### config.mk
export PLATFORM = sky130hd
export DESIGN_NAME = char_lcd_nibble_writer
export DESIGN_NICKNAME = d
export VERILOG_FILES = /design/src/sv/clcd_pkg.sv /design/src/sv/clcd_sequencer.sv /design/src/sv/clcd_datapath.sv /design/src/sv/char_lcd_nibble_writer.sv
export SDC_FILE = /design/constraint.sdc
export NUM_CORES = 1
export LEC_CHECK = 0
export BUFFER_PORTS_ARGS = -buffer_cell sky130_fd_sc_hd__buf_2
export CORE_ASPECT_RATIO = 1.4
export CORE_MARGIN = 4
export CORE_UTILIZATION = 53
export DETAILED_ROUTE_END_ITERATION = 8
export PLACE_DENSITY = 0.79
export RECOVER_POWER = 25
export SYNTH_ARGS = -nofsm -noshare
export SYNTH_HDL_FRONTEND = slang
export SYNTH_SLANG_ARGS = --single-unit
### constraint.sdc
create_clock -name clk -period 2.6 [get_ports clk]
set_input_delay 0.13 -clock clk [delete_from_list [all_inputs] [get_ports clk]]
set_output_delay 0.13 -clock clk [all_outputs]
set_load 0.02 [all_outputs]
### src/sv/clcd_pkg.sv
// Shared types, constants and the control store of the character LCD nibble writer.
package clcd_pkg;

    localparam int DATA_W   = 8;
    localparam int CFG_IDX_W = 2;
    localparam int UPC_W    = 4;

    // Action codes of an input item.
    localparam logic [2:0] ACT_CHAR    = 3'd0;
    localparam logic [2:0] ACT_COMMAND = 3'd1;
    localparam logic [2:0] ACT_CURSOR  = 3'd2;
    localparam logic [2:0] ACT_CLEAR   = 3'd3;
    localparam logic [2:0] ACT_POWERUP = 3'd4;

    // Configuration register indexes.
    localparam logic [CFG_IDX_W-1:0] CFG_ENABLE_HOLD = 2'd0;
    localparam logic [CFG_IDX_W-1:0] CFG_CLEAR_WAIT  = 2'd1;

    localparam logic [DATA_W-1:0] ENABLE_HOLD_RST = 8'd1;
    localparam logic [DATA_W-1:0] CLEAR_WAIT_RST  = 8'd3;

    localparam logic [DATA_W-1:0] CURSOR_BASE = 8'h80;
    localparam logic [DATA_W-1:0] ROW_OFFSET [4] = '{8'h00, 8'h40, 8'h14, 8'h54};

    localparam logic [DATA_W-1:0] CMD_FUNC_8BIT = 8'h33;
    localparam logic [DATA_W-1:0] CMD_FUNC_4BIT = 8'h32;
    localparam logic [DATA_W-1:0] CMD_FUNC_SET  = 8'h28;
    localparam logic [DATA_W-1:0] CMD_DISP_ON   = 8'h0C;
    localparam logic [DATA_W-1:0] CMD_ENTRY     = 8'h06;
    localparam logic [DATA_W-1:0] CMD_CLEAR     = 8'h01;

    typedef logic [UPC_W-1:0] upc_t;

    // Microprogram addresses.
    localparam upc_t UPC_CHAR    = 4'd0;
    localparam upc_t UPC_COMMAND = 4'd1;
    localparam upc_t UPC_CURSOR  = 4'd2;
    localparam upc_t UPC_CLEAR   = 4'd3;
    localparam upc_t UPC_INIT0   = 4'd4;
    localparam upc_t UPC_INIT1   = 4'd5;
    localparam upc_t UPC_INIT2   = 4'd6;
    localparam upc_t UPC_INIT3   = 4'd7;
    localparam upc_t UPC_INIT4   = 4'd8;
    localparam upc_t UPC_INIT5   = 4'd9;

    typedef enum logic [1:0] {
        SRC_DATA   = 2'd0,
        SRC_CURSOR = 2'd1,
        SRC_CONST  = 2'd2
    } src_sel_t;

    // One control word sends one byte as four pin results.
    typedef struct packed {
        src_sel_t          src;
        logic              rs;
        logic [DATA_W-1:0] const_byte;
        logic              done;
        logic              long_wait;
        upc_t              next_pc;
    } uword_t;

    // Control from the sequencer to the datapath for one pin result.
    typedef struct packed {
        logic              emit;
        src_sel_t          src;
        logic              rs;
        logic [DATA_W-1:0] const_byte;
        logic              low_half;
        logic              enable;
        logic              final_step;
        logic              long_wait;
    } ctrl_t;

    function automatic uword_t mk_uword(input src_sel_t src, input logic rs,
                                        input logic [DATA_W-1:0] cb, input logic done,
                                        input logic long_wait, input upc_t next_pc);
        uword_t w;
        w.src        = src;
        w.rs         = rs;
        w.const_byte = cb;
        w.done       = done;
        w.long_wait  = long_wait;
        w.next_pc    = next_pc;
        return w;
    endfunction

    function automatic uword_t clcd_ucode(input upc_t pc);
        uword_t w;
        case (pc)
            UPC_CHAR:    w = mk_uword(SRC_DATA, 1'b1, '0, 1'b1, 1'b0, UPC_CHAR);
            UPC_COMMAND: w = mk_uword(SRC_DATA, 1'b0, '0, 1'b1, 1'b0, UPC_CHAR);
            UPC_CURSOR:  w = mk_uword(SRC_CURSOR, 1'b0, '0, 1'b1, 1'b0, UPC_CHAR);
            UPC_CLEAR:   w = mk_uword(SRC_CONST, 1'b0, CMD_CLEAR, 1'b1, 1'b1, UPC_CHAR);
            UPC_INIT0:   w = mk_uword(SRC_CONST, 1'b0, CMD_FUNC_8BIT, 1'b0, 1'b0, UPC_INIT1);
            UPC_INIT1:   w = mk_uword(SRC_CONST, 1'b0, CMD_FUNC_4BIT, 1'b0, 1'b0, UPC_INIT2);
            UPC_INIT2:   w = mk_uword(SRC_CONST, 1'b0, CMD_FUNC_SET, 1'b0, 1'b0, UPC_INIT3);
            UPC_INIT3:   w = mk_uword(SRC_CONST, 1'b0, CMD_DISP_ON, 1'b0, 1'b0, UPC_INIT4);
            UPC_INIT4:   w = mk_uword(SRC_CONST, 1'b0, CMD_ENTRY, 1'b0, 1'b0, UPC_INIT5);
            UPC_INIT5:   w = mk_uword(SRC_CONST, 1'b0, CMD_CLEAR, 1'b1, 1'b1, UPC_CHAR);
            default:     w = mk_uword(SRC_CONST, 1'b0, '0, 1'b1, 1'b0, UPC_CHAR);
        endcase
        return w;
    endfunction

    // Dispatch table: entry address for each action code.
    function automatic upc_t clcd_entry(input logic [2:0] action);
        upc_t pc;
        case (action)
            ACT_CHAR:    pc = UPC_CHAR;
            ACT_COMMAND: pc = UPC_COMMAND;
            ACT_CURSOR:  pc = UPC_CURSOR;
            ACT_CLEAR:   pc = UPC_CLEAR;
            ACT_POWERUP: pc = UPC_INIT0;
            default:     pc = UPC_CHAR;
        endcase
        return pc;
    endfunction

endpackage

### src/sv/clcd_sequencer.sv
// Microprogram sequencer: program counter, nibble phase counter and control store.
module clcd_sequencer
    import clcd_pkg::*;
(
    input  logic       clk,
    input  logic       rst_n,
    input  logic       start,
    input  logic [2:0] action,
    input  logic       slot_free,
    output logic       idle,
    output ctrl_t      ctrl
);

    logic       busy_reg, busy_next;
    upc_t       pc_reg, pc_next;
    logic [1:0] phase_reg, phase_next;
    uword_t     uw;

    always_comb
    begin
        uw              = clcd_ucode(pc_reg);
        ctrl.emit       = busy_reg && slot_free;
        ctrl.src        = uw.src;
        ctrl.rs         = uw.rs;
        ctrl.const_byte = uw.const_byte;
        ctrl.low_half   = phase_reg[1];
        ctrl.enable     = ~phase_reg[0];
        ctrl.final_step = uw.done && (phase_reg == 2'd3);
        ctrl.long_wait  = uw.long_wait;
        idle            = ~busy_reg;
    end

    always_comb
    begin
        busy_next  = busy_reg;
        pc_next    = pc_reg;
        phase_next = phase_reg;
        if (start)
        begin
            busy_next  = 1'b1;
            pc_next    = clcd_entry(action);
            phase_next = 2'd0;
        end
        else if (ctrl.emit)
        begin
            phase_next = phase_reg + 2'd1;
            if (phase_reg == 2'd3)
            begin
                if (uw.done)
                begin
                    busy_next = 1'b0;
                end
                else
                begin
                    pc_next = uw.next_pc;
                end
            end
        end
    end

    always_ff @(posedge clk or negedge rst_n)
    begin
        if (!rst_n)
        begin
            busy_reg  <= 1'b0;
            pc_reg    <= UPC_CHAR;
            phase_reg <= 2'd0;
        end
        else
        begin
            busy_reg  <= busy_next;
            pc_reg    <= pc_next;
            phase_reg <= phase_next;
        end
    end

endmodule

### src/sv/clcd_datapath.sv
// Datapath: operand and configuration registers, byte and nibble selection, result register.
module clcd_datapath
    import clcd_pkg::*;
(
    input  logic                 clk,
    input  logic                 rst_n,
    input  logic                 load,
    input  logic [DATA_W-1:0]    data_byte,
    input  logic [5:0]           column,
    input  logic [1:0]           row,
    input  logic                 cfg_write,
    input  logic [CFG_IDX_W-1:0] cfg_index,
    input  logic [DATA_W-1:0]    cfg_data,
    input  ctrl_t                ctrl,
    input  logic                 out_ready,
    output logic                 slot_free,
    output logic                 out_valid,
    output logic                 reg_select,
    output logic [3:0]           bus_nibble,
    output logic                 enable_pin,
    output logic [DATA_W-1:0]    wait_ms,
    output logic                 last_of_run
);

    logic [DATA_W-1:0] data_reg;
    logic [DATA_W-1:0] cursor_reg;
    logic [DATA_W-1:0] hold_reg, clear_wait_reg;
    logic              out_valid_reg, out_valid_next;
    logic              rs_reg, en_reg, last_reg;
    logic [3:0]        nib_reg;
    logic [DATA_W-1:0] wait_reg;
    logic [DATA_W-1:0] sel_byte;
    logic [DATA_W-1:0] wait_sel;
    logic [3:0]        nib_sel;

    always_comb
    begin
        case (ctrl.src)
            SRC_DATA:   sel_byte = data_reg;
            SRC_CURSOR: sel_byte = cursor_reg;
            SRC_CONST:  sel_byte = ctrl.const_byte;
            default:    sel_byte = ctrl.const_byte;
        endcase
        nib_sel = ctrl.low_half ? sel_byte[3:0] : sel_byte[7:4];
        if (ctrl.final_step && ctrl.long_wait)
        begin
            wait_sel = clear_wait_reg;
        end
        else if (ctrl.enable)
        begin
            wait_sel = hold_reg;
        end
        else
        begin
            wait_sel = '0;
        end
        slot_free      = ~out_valid_reg || out_ready;
        out_valid_next = ctrl.emit ? 1'b1 : (out_ready ? 1'b0 : out_valid_reg);
    end

    always_ff @(posedge clk or negedge rst_n)
    begin
        if (!rst_n)
        begin
            out_valid_reg  <= 1'b0;
            hold_reg       <= ENABLE_HOLD_RST;
            clear_wait_reg <= CLEAR_WAIT_RST;
        end
        else
        begin
            out_valid_reg <= out_valid_next;
            if (cfg_write && cfg_index == CFG_ENABLE_HOLD)
            begin
                hold_reg <= cfg_data;
            end
            if (cfg_write && cfg_index == CFG_CLEAR_WAIT)
            begin
                clear_wait_reg <= cfg_data;
            end
        end
    end

    always_ff @(posedge clk)
    begin
        if (load)
        begin
            data_reg   <= data_byte;
            cursor_reg <= CURSOR_BASE + ROW_OFFSET[row] + {2'b00, column};
        end
        if (ctrl.emit)
        begin
            rs_reg   <= ctrl.rs;
            nib_reg  <= nib_sel;
            en_reg   <= ctrl.enable;
            wait_reg <= wait_sel;
            last_reg <= ctrl.final_step;
        end
    end

    assign out_valid   = out_valid_reg;
    assign reg_select  = rs_reg;
    assign bus_nibble  = nib_reg;
    assign enable_pin  = en_reg;
    assign wait_ms     = wait_reg;
    assign last_of_run = last_reg;

endmodule

### src/sv/char_lcd_nibble_writer.sv
// Top level of the character LCD nibble writer for a 4-bit parallel bus.
//
//  Channel   Direction  Signals                                   Content
//  s_axis    in         s_axis_tvalid/tready/tdata               one action request
//  m_axis    out        m_axis_tvalid/tready/tdata/tuser/tlast   one pin state
//  cfg       in         cfg_valid/cfg_ready/cfg_index/cfg_data   register write
//
// An accepted item is latched, then the microprogram sends each byte as
// four pin results, one per cycle while the output side takes them: a
// character, command or cursor move gives 4 results, a clear 4, the
// power-up sequence 24. The sequencer steps once per pin result and
// takes a new request only when idle.
// Reset brings the sequencer to idle, drops the result valid and loads the
// enable hold with 1 ms and the clear wait with 3 ms. A stall on m_axis
// freezes the sequencer; s_axis is taken only while the sequencer is idle.
// Action codes 5 to 7 are accepted and give no result.
module char_lcd_nibble_writer
    import clcd_pkg::*;
(
    input  logic                 clk,
    input  logic                 rst_n,
    input  logic                 s_axis_tvalid,
    output logic                 s_axis_tready,
    // Bits from low: action[2:0], data_byte[10:3], column[16:11], row[18:17], zero pad.
    input  logic [23:0]          s_axis_tdata,
    output logic                 m_axis_tvalid,
    input  logic                 m_axis_tready,
    // Bits from low: bus_nibble[3:0], enable_pin[4], wait_ms[12:5], zero pad.
    output logic [15:0]          m_axis_tdata,
    // Bits from low: reg_select[0].
    output logic                 m_axis_tuser,
    output logic                 m_axis_tlast,
    input  logic                 cfg_valid,
    output logic                 cfg_ready,
    input  logic [CFG_IDX_W-1:0] cfg_index,
    input  logic [DATA_W-1:0]    cfg_data
);

    logic              idle;
    logic              accept;
    logic              start;
    logic              slot_free;
    ctrl_t             ctrl;
    logic [3:0]        bus_nibble;
    logic              enable_pin;
    logic [DATA_W-1:0] wait_ms;
    logic [2:0]        action;

    // The request channel is open whenever no byte sequence is running.
    assign s_axis_tready = idle;
    assign accept        = s_axis_tvalid && s_axis_tready;
    assign action        = s_axis_tdata[2:0];
    // Only defined action codes start the microprogram.
    assign start         = accept && (action <= ACT_POWERUP);
    assign cfg_ready     = 1'b1;

    clcd_sequencer u_seq (
        .clk       (clk),
        .rst_n     (rst_n),
        .start     (start),
        .action    (action),
        .slot_free (slot_free),
        .idle      (idle),
        .ctrl      (ctrl)
    );

    clcd_datapath u_dp (
        .clk         (clk),
        .rst_n       (rst_n),
        .load        (start),
        .data_byte   (s_axis_tdata[10:3]),
        .column      (s_axis_tdata[16:11]),
        .row         (s_axis_tdata[18:17]),
        .cfg_write   (cfg_valid && cfg_ready),
        .cfg_index   (cfg_index),
        .cfg_data    (cfg_data),
        .ctrl        (ctrl),
        .out_ready   (m_axis_tready),
        .slot_free   (slot_free),
        .out_valid   (m_axis_tvalid),
        .reg_select  (m_axis_tuser),
        .bus_nibble  (bus_nibble),
        .enable_pin  (enable_pin),
        .wait_ms     (wait_ms),
        .last_of_run (m_axis_tlast)
    );

    assign m_axis_tdata = {3'b000, wait_ms, enable_pin, bus_nibble};

    // A started request keeps the input channel closed in the next cycle.
    a_start_busy: assert property (@(posedge clk) disable iff (!rst_n)
        start |=> !s_axis_tready)
        else $error("request channel open right after a start");

    // A result that is not the last of its run means the sequence is still running.
    a_mid_run_busy: assert property (@(posedge clk) disable iff (!rst_n)
        (m_axis_tvalid && !m_axis_tlast) |-> !s_axis_tready)
        else $error("sequencer idle while a run is unfinished");

    // Every run ends on a result with the enable line low.
    a_last_enable_low: assert property (@(posedge clk) disable iff (!rst_n)
        (m_axis_tvalid && enable_pin) |-> !m_axis_tlast)
        else $error("run ended with enable high");

    // A stalled result is never overwritten by the sequencer.
    a_no_overwrite: assert property (@(posedge clk) disable iff (!rst_n)
        (m_axis_tvalid && !m_axis_tready) |-> !ctrl.emit)
        else $error("result register overwritten while stalled");

endmodule

# --- Yosys cells after proc, flatten, opt, wreduce, memory -nomap -nowiden ---
# Memories as Yosys holds them, arrays and structs flattened.
# Cells that the tools add are included.
totals:
  input_bits: 39
  output_inout_bits: 21
  mem_bits_ro: 240
  n_memories: 1
  elab_cells: 67
  ff_bits: 55
mem_list:
  columns: ["memory", "depth", "width", "rd", "rd_clocked_by_memory_dff", "write_ports", "line_no", "source"]
  rows:
  - ["(no name shown)", 16, 15, 1, 0, 0, "clcd_pkg.sv:89", "case (pc)"]
op_classes:
  magnitude_cmp: 2
  n_reduce_logical: 16
  bitwise_logic: 4
  addsub: 3
  eq_ne: 8
  n_mux: 20
op_table:
  columns: ["operator", "count"]
  rows:
  - ["8-bit 2-to-1 mux", 4]
  - ["4-bit 2-to-1 mux", 5]
  - ["8-bit binary-select mux with 2-bit select", 1]
  - ["8-bit one-hot mux with 2 select lines", 1]
  - ["3-bit one-hot mux with 4 select lines", 1]
  - ["8-bit by 6-bit adder with 8-bit output", 1]
  - ["8-bit adder (first input constant)", 1]
  - ["2-bit nonzero test", 4]
  - ["1-bit logical AND", 7]
  - ["3-bit by 2-bit == test with 1-bit output (second input constant)", 2]
  - ["1-bit 2-to-1 mux", 6]
  - ["3-bit AND reduction", 2]
  - ["2-bit by 1-bit == test with 1-bit output (second input constant)", 2]
  - ["2-bit zero test", 2]
  - ["2-bit 2-to-1 mux", 2]
  - ["3-bit by 1-bit == test with 1-bit output (second input constant)", 1]
  - ["3-bit == test (second input constant)", 1]
  - ["3-bit >= comparator (second input constant)", 1]
  - ["3-bit less-or-equal comparator (second input constant)", 1]
  - ["1-bit inverter", 3]
  - ["2-bit inverter with 3-bit output", 1]
  - ["2-bit by 1-bit adder with 2-bit output (second input constant)", 1]
  - ["2-bit == test (second input constant)", 1]
  - ["2-bit inequality test (second input constant)", 1]
  - ["1-bit logical OR", 1]

# --- Logic depth before layout (Yosys ltp) ---
depth:
  word_depth: 6
  ltp_mapped: 6
  mapped_depth_nobuf: 6

# --- By module ---
# From an unflattened synthesis, not the netlist that was laid out.
hier_totals:
  cells_unflattened: 204
  area_unflattened_um2: 2668.8
modules_own_cells:
  columns: ["module", "seq_area_each_um2", "area_each_um2", "cells_per_inst", "n_inst"]
  rows:
  - ["clcd_datapath", 1360.1, 1970.6, 124, 1]
  - ["clcd_sequencer", 175.2, 641.9, 71, 1]
  - ["char_lcd_nibble_writer", 0.0, 56.3, 9, 1]

# --- Worst setup path before layout ---
# Ideal clock, no wire load.
synth_path:
  kind: "register to register"
  startpoint: "register u_seq.busy_reg"
  endpoint: "register u_seq.pc_reg[1]"
  path_slack_ns: 0.670
  synth_period_minus_slack_ns: 1.930
  stages_incl_launch_ff: 5
  setup_ns: 0.125
  n_path_buf: 0
  t_arrival_ns: 1.805
  required_time_ns: 2.475
  cell_sequence: "dfrtp_1 nand2b_1 a21oi_2 nand2b_1 mux2_2"
synth_via:
  elab_chain_cells: 5
  elab_cells_between_ends: 9
  classes_between: "1 x eq/ne; 1 x mux; 1 x bitwise; 6 x reduce/logical"
synth_rtl:
  columns: ["item", "line_no", "source"]
  rows:
  - ["start, declared", "clcd_sequencer.sv:14", "logic busy_reg, busy_next;"]
  - ["start signal, assigned", "clcd_sequencer.sv:71", "busy_reg <= busy_next;"]
  - ["1-bit inverter *", "clcd_sequencer.sv:30", "idle = ~busy_reg;"]
  - ["1-bit logical AND *", "char_lcd_nibble_writer.sv:51", "assign accept = s_axis_tvalid && s_axis_tready;"]
  - ["1-bit logical AND *", "char_lcd_nibble_writer.sv:54", "assign start = accept && (action <= ACT_POWERUP);"]
  - ["named net start", "char_lcd_nibble_writer.sv:41", "logic start;"]
  - ["2-bit inequality test (no source line) / 2-bit nonzero test (equally long branches)", null, null]
  - ["3-bit AND reduction (no source line)", null, null]
  - ["end signal, assigned", "clcd_sequencer.sv:72", "pc_reg <= pc_next;"]
  - ["end, declared", "clcd_sequencer.sv:15", "upc_t pc_reg, pc_next;"]
# The timed path passes the listed nets; every way through them passes the cells marked *.
# A chain may end at the register's enable or synchronous reset.

# --- Final worst setup path ---
layout_path:
  startpoint: "register u_seq.pc_reg[1]"
  endpoint: "register u_dp.wait_reg[2] (netlist: u_dp.wait_ms[2]), data pin"
layout_via:
  elab_chain_cells: 4
layout_rtl:
  columns: ["item", "line_no", "source"]
  rows:
  - ["memory 16 x 15 bit *", null, null]
  - ["1-bit logical AND", "clcd_sequencer.sv:28", "ctrl.final_step = uw.done && (phase_reg == 2'd3);"]
  - ["1-bit logical AND *", "clcd_datapath.sv:45", "if (ctrl.final_step && ctrl.long_wait)"]
  - ["8-bit 2-to-1 mux *", "clcd_datapath.sv:45", null]
  - ["named net u_dp.wait_sel[2]", "clcd_datapath.sv:33", "logic [DATA_W-1:0] wait_sel;"]
  - ["end signal, assigned", "clcd_datapath.sv:95", "wait_reg <= wait_sel;"]
  - ["end, declared", "clcd_datapath.sv:31", "logic [DATA_W-1:0] wait_reg;"]
# Marked as above.

==> run metrics <==
status finished, final reports clean; CTS resizes 0; Reg2Reg Launch Point u_seq.pc_reg[1]; grt ovf 0; r2r worst-path depth 5; async set-reset flop share out of synthesis between 40% and 50%; Top-Level Pins 60; htree depth 2; Inserted Clock Buffers 5; Reg2Reg Setup Slack around 0.44 ns; Compound-Gate Fraction of Synth Area approximately 7.8%; FF+latch count, synth 55; Hold Crit Endpoint u_dp.hold_reg[6]; CTS tree built; DP Wirelength around 3.5 mm; Starting Density between 50 and 60%; Core Rows 29; Slew Viols, Final 0; Lkg Pwr 0.001342 µW; vias roughly 1,700; r2r endpoint u_dp.wait_ms[2]; die area between 0.006 and 0.007 mm²; largest family of logic cells by synthesized area simple AND/OR/NAND/NOR gates; clock buffer depth 2; adder-cell share of the synthesized area 4.327%; DR DRC count 0; Yosys top cell by area edfxtp_1; I/O Buffers 50; fin area ~0.0031 mm²; multiplexer share of the synthesized area 11.97%; Core Region around 0.0046 mm²; Post-Route WL slightly below 5 mm; hold depth 2; drt first-iter violations 67; slew margin rel. around an eighth; die height 90.91 µm; synth top area cells edfxtp_1, dfrtp_1, mux2_2, ha_1, dfstp_2; post-CTS setup buffers 0; DRT antenna net count 0; Achievable Freq 462.1 MHz; peak supply drop about 0.47 mV; CTS Root Cell clkbuf_8; # setup viols final 0; die width around 67 µm; Mapped Cells 189; layout cells sized above 1 37.11%; number of synthesized flops with an enable pin 31; Seq. cell area around 0.0015 mm²; GRT Total Usage 16.79%; GP Congestion approximately 0.79; drt pass-1 iters 4; Final nets roughly 300; Yosys cell types 45; DR WL/cell between 15 and 20 µm; syn avg cell area approximately 14 µm²; synth warn 0; final worst-path cycle share ~83%; Hold-fix buffers, CTS 11; Setup CP Type flip-flop to flip-flop; Netlist Area Pre-Place ~0.0026 mm²; HP Class primary input to flip-flop; max-cap check violation count 0; XOR/XNOR Fraction of Synth Area approximately 1.3%; Antenna Cells 0; worst clock skew about 0.0074 ns; CP Data Arrival Time between 2 and 2.5 ns; clk sinks between 50 and 60; placed cell area slightly below 0.003 mm²; initial antenna violation count 0; RSZ-0062 raised after global routing false; largest net degree at the start of global routing 25; vias in the first global route around 1,700; Hold Fails Final Rpt 0; area of the multi-input gates a little under 0.001 mm²; CP required 2.67 ns; CP startpoint kind flip-flop; Least-Margin Pin Slew 1.314 ns; Pwr Density around 1000 mW/mm²; Worst-path clk slew about 0.090 ns; worst skew pair latency between 0.3 and 0.4 ns; crit end category flip-flop; commonest register cell after synthesis edfxtp_1; Yosys top cell area share around 36%; fraction of the yosys area taken by sequential cells 58.99%; min-delay src cfg_data[6]; Filler Cells Inserted about 380; area grow syn2layout 20.58%; post-synthesis simple-gate area fraction roughly an eighth; first-pass GRT wire length ~7.9 mm; Final TNS setup 0 ns; Worst Path Max Fanout 8; Vias/cell about 5.3; crit path time final roughly 2.2 ns
[cells by family (layout without fill, tap and decap cells)]
group | Yosys count | in the layout
flops | 55 | 55
simple gates | 48 | 48
compound gates | 28 | 28
mux | 28 | 28
buf+inv | 15 | 80
fa+ha+maj | 9 | 9
xor+xnor | 4 | 4
other cells | 2 | 4
[per-stage QoR]
stage	instances	util, %	setup slack [ns]	power, µW	hold WS, ns
after detailed placement	299	62.66	0.4328	2461	0.1444
after global placement	299	62.66	0.4824	2427	0.1480
after global routing	318	67.56	0.3247	3224	0.05785
final	318	67.56	0.4360	3050	0.07014
after CTS	318	67.65	0.4320	3071	0.06243
after floorplan	191	-	0.6703	2145	-0.1656
[final cells by class]
type | instances | area share (%)
Inverter | 7 | 0.8373
Clock inverter | 2 | 1.236
Timing Repair Buffer | 65 | 12.32
Sequential cell | 55 | 48.92
Multi-Input combinational cell | 121 | 31.58
Clock buffer | 6 | 2.632
Tap cell | 62 | 2.472
[where the power goes]
part | total (µW) | internal, µW | switching, µW
registers | 1340 | 1210 | 129
clock network | 598 | 317 | 281
logic | 1110 | 473 | 637
[synthesized netlist by cell type, types with 2 or more instances]
master / instances
nand2_1: 11
xor2_1: 2
o21ai_0: 2
inv_1: 7
a211oi_1: 2
and2_1: 2
nand3_1: 5
mux2i_1: 3
nor2_1: 5
a21oi_1: 6
and3b_1: 2
buf_4: 5
a31oi_1: 4
dfrtp_1: 21
a21o_1: 3
edfxtp_1: 31
dfstp_2: 3
o2bb2ai_1: 2
xnor2_1: 2
ha_1: 9
conb_1: 2
nor2b_1: 9
o221a_2: 2
nand2b_1: 5
mux2_2: 24
[critical path: stages, from the launching register on]
cell and delay, ns:
dfrtp_1 0.48, ha_1 0.35, and2b_1 0.20, a21oi_1 0.07, nor3b_4 0.44, mux2_2 0.39
[metal layers]
layer  GRT usage (%)  routed length, µm  share of wire [%]  vias to the layer above
met2           32.32               2700                 56                       48
met5               0                  0                  0                        -
met3           2.989                246                5.1                        5
met4           4.569                 59                1.2                        0
li1                -                  -                  -                      821
met1           17.81               1846                 38                      817
[worst max-delay path by stage]
stage | from | end | slack [ns] | cells after the start
4_1_cts | u_seq.pc_reg[1] | u_dp.wait_ms[2] | 0.43 | 5
3_3_place_gp | u_seq.pc_reg[1] | u_dp.wait_ms[0] | 0.48 | 5
2_1_floorplan | u_seq.busy_reg | u_seq.pc_reg[1] | 0.67 | 4
5_1_grt | u_seq.pc_reg[1] | u_dp.wait_ms[5] | 0.32 | 5
6_report | u_seq.pc_reg[1] | u_dp.wait_ms[2] | 0.44 | 5
3_5_place_dp | u_seq.pc_reg[1] | u_dp.wait_ms[2] | 0.43 | 5
[cell usage in the layout, fill, tap and decap left out, types with 4 or more instances in the layout]
cell type      instances
dlygate4sd3_1         11
nor2b_1                9
nor2_1                 5
a21oi_1                6
edfxtp_1              31
inv_1                  7
buf_4                  4
dfrtp_1               21
mux2_2                24
a31oi_1                4
conb_1                 4
nand3_1                5
clkbuf_8               6
nand2b_1               5
buf_2                 47
nand2_1               11
ha_1                   9
Note: power is estimated with default switching activity, not from simulation.
